===== config.mk =====
export PLATFORM = sky130hd
export DESIGN_NAME = scc_ram
export DESIGN_NICKNAME = d
export VERILOG_FILES = /design/src/sv/scc_ram.sv
export SDC_FILE = /design/constraint.sdc
export NUM_CORES = 2
export LEC_CHECK = 0
export BUFFER_PORTS_ARGS = -buffer_cell sky130_fd_sc_hd__clkbuf_2
export CELL_PAD_IN_SITES_DETAIL_PLACEMENT = 1
export CELL_PAD_IN_SITES_GLOBAL_PLACEMENT = 2
export CORE_MARGIN = 2
export CORE_UTILIZATION = 38
export CTS_CLUSTER_SIZE = 25
export DETAILED_ROUTE_END_ITERATION = 7
export HOLD_SLACK_MARGIN = 0.05
export PLACE_DENSITY_LB_ADDON = 0.1
export SLEW_MARGIN = 20
export SYNTH_ARGS = -nofsm -noshare
export SYNTH_HDL_FRONTEND = slang
export SYNTH_SLANG_ARGS = --single-unit

===== constraint.sdc =====
create_clock -name clk -period 3.3 [get_ports clk]
set_input_delay 0.66 -clock clk [delete_from_list [all_inputs] [get_ports clk]]
set_output_delay 0.66 -clock clk [all_outputs]
set_load 0.01 [all_outputs]

===== src/sv/scc_ram.sv =====
// Generic single write port, single read port RAM with registered read data.
`default_nettype none
module scc_ram #(
    parameter int WIDTH = 8,
    parameter int DEPTH = 256
) (
    input  wire                                       clk,
    input  wire                                       we,
    input  wire  [(DEPTH > 1 ? $clog2(DEPTH) : 1)-1:0] waddr,
    input  wire  [WIDTH-1:0]                          wdata,
    input  wire  [(DEPTH > 1 ? $clog2(DEPTH) : 1)-1:0] raddr,
    output logic [WIDTH-1:0]                          rdata
);
    logic [WIDTH-1:0] mem [DEPTH];

    always_ff @(posedge clk)
    begin
        if (we)
        begin
            mem[waddr] <= wdata;
        end
        rdata <= mem[raddr];
    end
endmodule
`default_nettype wire


==> results.txt <==
----------------------------------------------------
[GRT]
  M2 GR Usage ... 35.7%
  Met3 Usage GRT ... 4.09%
  Most crowded layer after global routing ... met2
  GRT Overall Usage ... between 20% and 30%
  Routing usage on met1 ... a little under a third
  Vias in the first global route ... 43,600
  Number of antenna violations at the first check in global routing ... 24
  Global-route wire length before repair ... 334 mm
  Maximum number of pins on one net before global-route repair ... roughly 110
  GRT overflow ... 0

[Worst setup path]
  Origin of the critical flop-to-flop path ... mem[208][5]
  Cell depth of the worst flop-to-flop path ... 7
  Stage delay of the slowest cell on the critical path ... between 0.6 and 0.7 ns
  Cell at the slowest stage of the critical path ... nor4_1
  Register-to-register setup slack ... around 0.28 ns
  Crit-path max FO ... 13
  Timing startpoint of the critical path ... raddr[0]
  Cell repeated most along the worst path ... buf_4
  Critical path data required time ... approximately 4.0 ns
  Startpoint type of the worst setup path ... primary input
  Worst path arrival time ... around 3.8 ns
  Capturing element type of the critical path ... flop
  Endpoint of the worst setup timing path ... rdata[6]
  Crit Path Class ... primary input to flop
  Crit-path cells ... buf_8, buf_4, buf_4, mux4_2, a22oi_1, buf_4, a21oi_1, nor4_1, buf_4, nor4_2
  R2R Path End ... rdata[5]

[Floorplan]
  Starting density of the core ... a little under two fifths
  Area of the core region ... just over 200,000 sq um
  Chip height ... around 460 microns
  Die outline area ... approximately 210,000 sq um
  Die span in x ... 462 microns
  Number of primary I/O pins ... 34
  Number of standard-cell rows in the floorplan ... ~170

[Cells and area]
  Final standard cell utilization of the core ... between 40% and 50%
  Commonest non-fill, non-tap cells in the layout ... edfxtp_1 (2,048), buf_4 (563), mux4_2 (454)
  Layout-stage area growth over the synthesis result ... 19.5%
  Net count, final ... between 4,000 and 5,000
  Layout cells sized above 1 ... approximately 32%
  Area of all placed cells without fillers ... 95,000 sq um
  Most common cell after layout, fill and taps aside ... edfxtp_1

[Clocking]
  Clock-pin transition on the worst setup and hold timing paths ... approximately 0.060 ns
  Number of buffers added to fix hold violations after cts ... 0
  Total clock buffers created by CTS ... 220
  Clock latency at the later pin of the worst-skew pair ... approximately 0.85 ns
  Resize count post-CTS ... 0
  Total clock sinks ... roughly 2,000
  Post-CTS setup buffer count ... 0
  Deepest clock path buffer count ... 3
  H-tree levels ... 4
  Master cell of the clock root buffer ... clkbuf_16
  Clock tree from TritonCTS ... built

[Drt]
  DRT iter0 DRCs ... 4,182
  Number of search-and-repair iterations in the first detailed-routing pass ... 5
  Remaining antenna violation count after routing ... 0
  DRC violation count after routing ... 0
  Wirelength, routed ... ~240 mm
  Avg WL per Cell ... roughly 32 microns
  Total number of vias ... between 40,000 and 50,000
  Per-cell via count in the routed design ... between 5 and 6

[STA]
  Fmax achieved ... 324 MHz
  RSZ-0062 raised after global routing ... false
  Transition time of the tightest slew-check pin ... 1.07 ns
  Fin. max-slew vios ... 0
  Final critical-path required period ... 3.09 ns
  Worst clock skew ... 0.0322 ns
  Part of the cycle the worst path needs ... 93.5%
  Final-report setup violation count ... 0
  Relative slew margins ... 27.8%
  Final hold viol count ... 0

[Yosys]
  Largest cells by area after synthesis ... edfxtp_1 (77%), mux4_2 (13%), mux2i_1 (1.7%)
  Syn Area/Cell ... between 20 and 25 sq um
  Fraction of the yosys area taken by sequential cells ... between 70% and 80%
  FFs w/ async S/R, synth ... 0%
  Cell type with the highest aggregate area in the netlist ... edfxtp_1
  Predominant post-synthesis flop cell ... edfxtp_1
  Number of unique standard cell types used by synthesis ... 55
  Synthesized Nets ... ~3,800
  Combined area of all synthesized cells ... between 70,000 and 80,000 sq um
  Warning count from the yosys run ... 0
  Share of the synthesized area in the top cell type ... 77.3%
  EDFF count, synth ... around 2,000
  Synthesized instance count ... ~3,700
  Number of synthesized register bits ... roughly 2,100

[Worst hold path]
  Hold Crit Class ... primary input to flop
  Worst Min Path Start ... wdata[0]

[Placement]
  Post-place instance area ... a little under 90,000 sq um
  Post-DP HPWL ... 158 mm
  Count of port buffers added during placement ... 33
  Global placer's final weighted congestion ... between 0.7 and 0.8

[Power and ir drop]
  Power density over cell area ... 599 nW/um^2
  Post-route total power ... roughly 57,000 uW
  P_leak ... 0.0306 uW
  Peak ir drop on the vdd network ... around 0.56 mV

[Flow run]
  Number of max-cap violations ... 0

[Outcome]
  Outcome ... finished clean

----------------------------------------------------
-- critical path, delay by kind of cell --
family / cells / cell delay [ns]
simple gates: 2 / 0.71
mux: 1 / 0.54
buf+inv: 5 / 1.25
compound gates: 2 / 0.63
-- power by group --
group          switching [uW]  total [uW]  internal, uW  leakage (uW)
Combinational            1930        3120          1190       0.00856
Sequential               68.2       28900         28800        0.0185
Clock                   10400       25000         14600       0.00356
-- kinds of logic after synthesis --
group           Yosys count  share of synthesized area, %
compound gates          385                          3.42
buf+inv                 235                          1.83
flops                  2056                          77.5
mux                     591                          14.6
simple gates            466                          2.63
-- metal layers --
metal  part of all wire, %  vias to the layer above
li1                      -                    17100
met1                    43                    22000
met2                    48                     1215
met3                   5.7                      348
met4                   3.4                        4
met5                 0.012                        -
-- synthesized netlist by cell type, types with 8 or more instances --
library cell / instances
a211oi_1: 16
a21oi_1: 96
a221oi_1: 13
a22o_1: 8
a22oi_1: 133
buf_1: 22
buf_12: 8
buf_2: 31
buf_4: 27
buf_6: 21
buf_8: 13
clkbuf_1: 111
dfxtp_1: 8
edfxtp_1: 2048
mux2i_1: 134
mux4_2: 454
nand2_1: 33
nand2b_1: 8
nand3_1: 34
nand4_1: 10
nor2_1: 282
nor2b_1: 31
nor3_1: 22
nor4_1: 24
o211ai_1: 10
o21ai_0: 10
o221ai_1: 46
o22ai_1: 28
-- flip-flops by register name, indices dropped and copies added (netlist names) --
| name | count |
|---|---|
| rdata | 8 |
| mem | 2048 |
-- how the worst min path moves through the flow --
stage,depth (start not counted),endpoint
finish,1,mem[82][0]
global route,1,mem[81][0]
CTS,1,mem[84][0]
detailed placement,1,mem[81][0]
global placement,1,mem[82][0]
floorplan,0,mem[0][0]
-- layout make-up --
class | count | area [sq um]
Antenna cell | 10 | 25.0
Clock buffer | 257 | 5660
Clock inverter | 147 | 1650
Fill cell | 19100 | 113000
Inverter | 2 | 7.51
Multi-Input combinational cell | 1442 | 16500
Sequential cell | 2056 | 61700
Tap cell | 2788 | 3490
Timing Repair Buffer | 673 | 6060
-- per-stage QoR --
stage                     instances  setup WS [ns]  hold WS [ns]  setup TNS, ns
after floorplan                3733          0.702         0.759              0
after global placement         6960          -1.05          1.13          -3.49
after detailed placement       6961         -0.608          1.15          -2.19
after CTS                      7365          0.305         0.230              0
after global routing           7369          0.185         0.235              0
final                          7375          0.214         0.250              0
No activity file was read; power rests on OpenSTA's default activity.
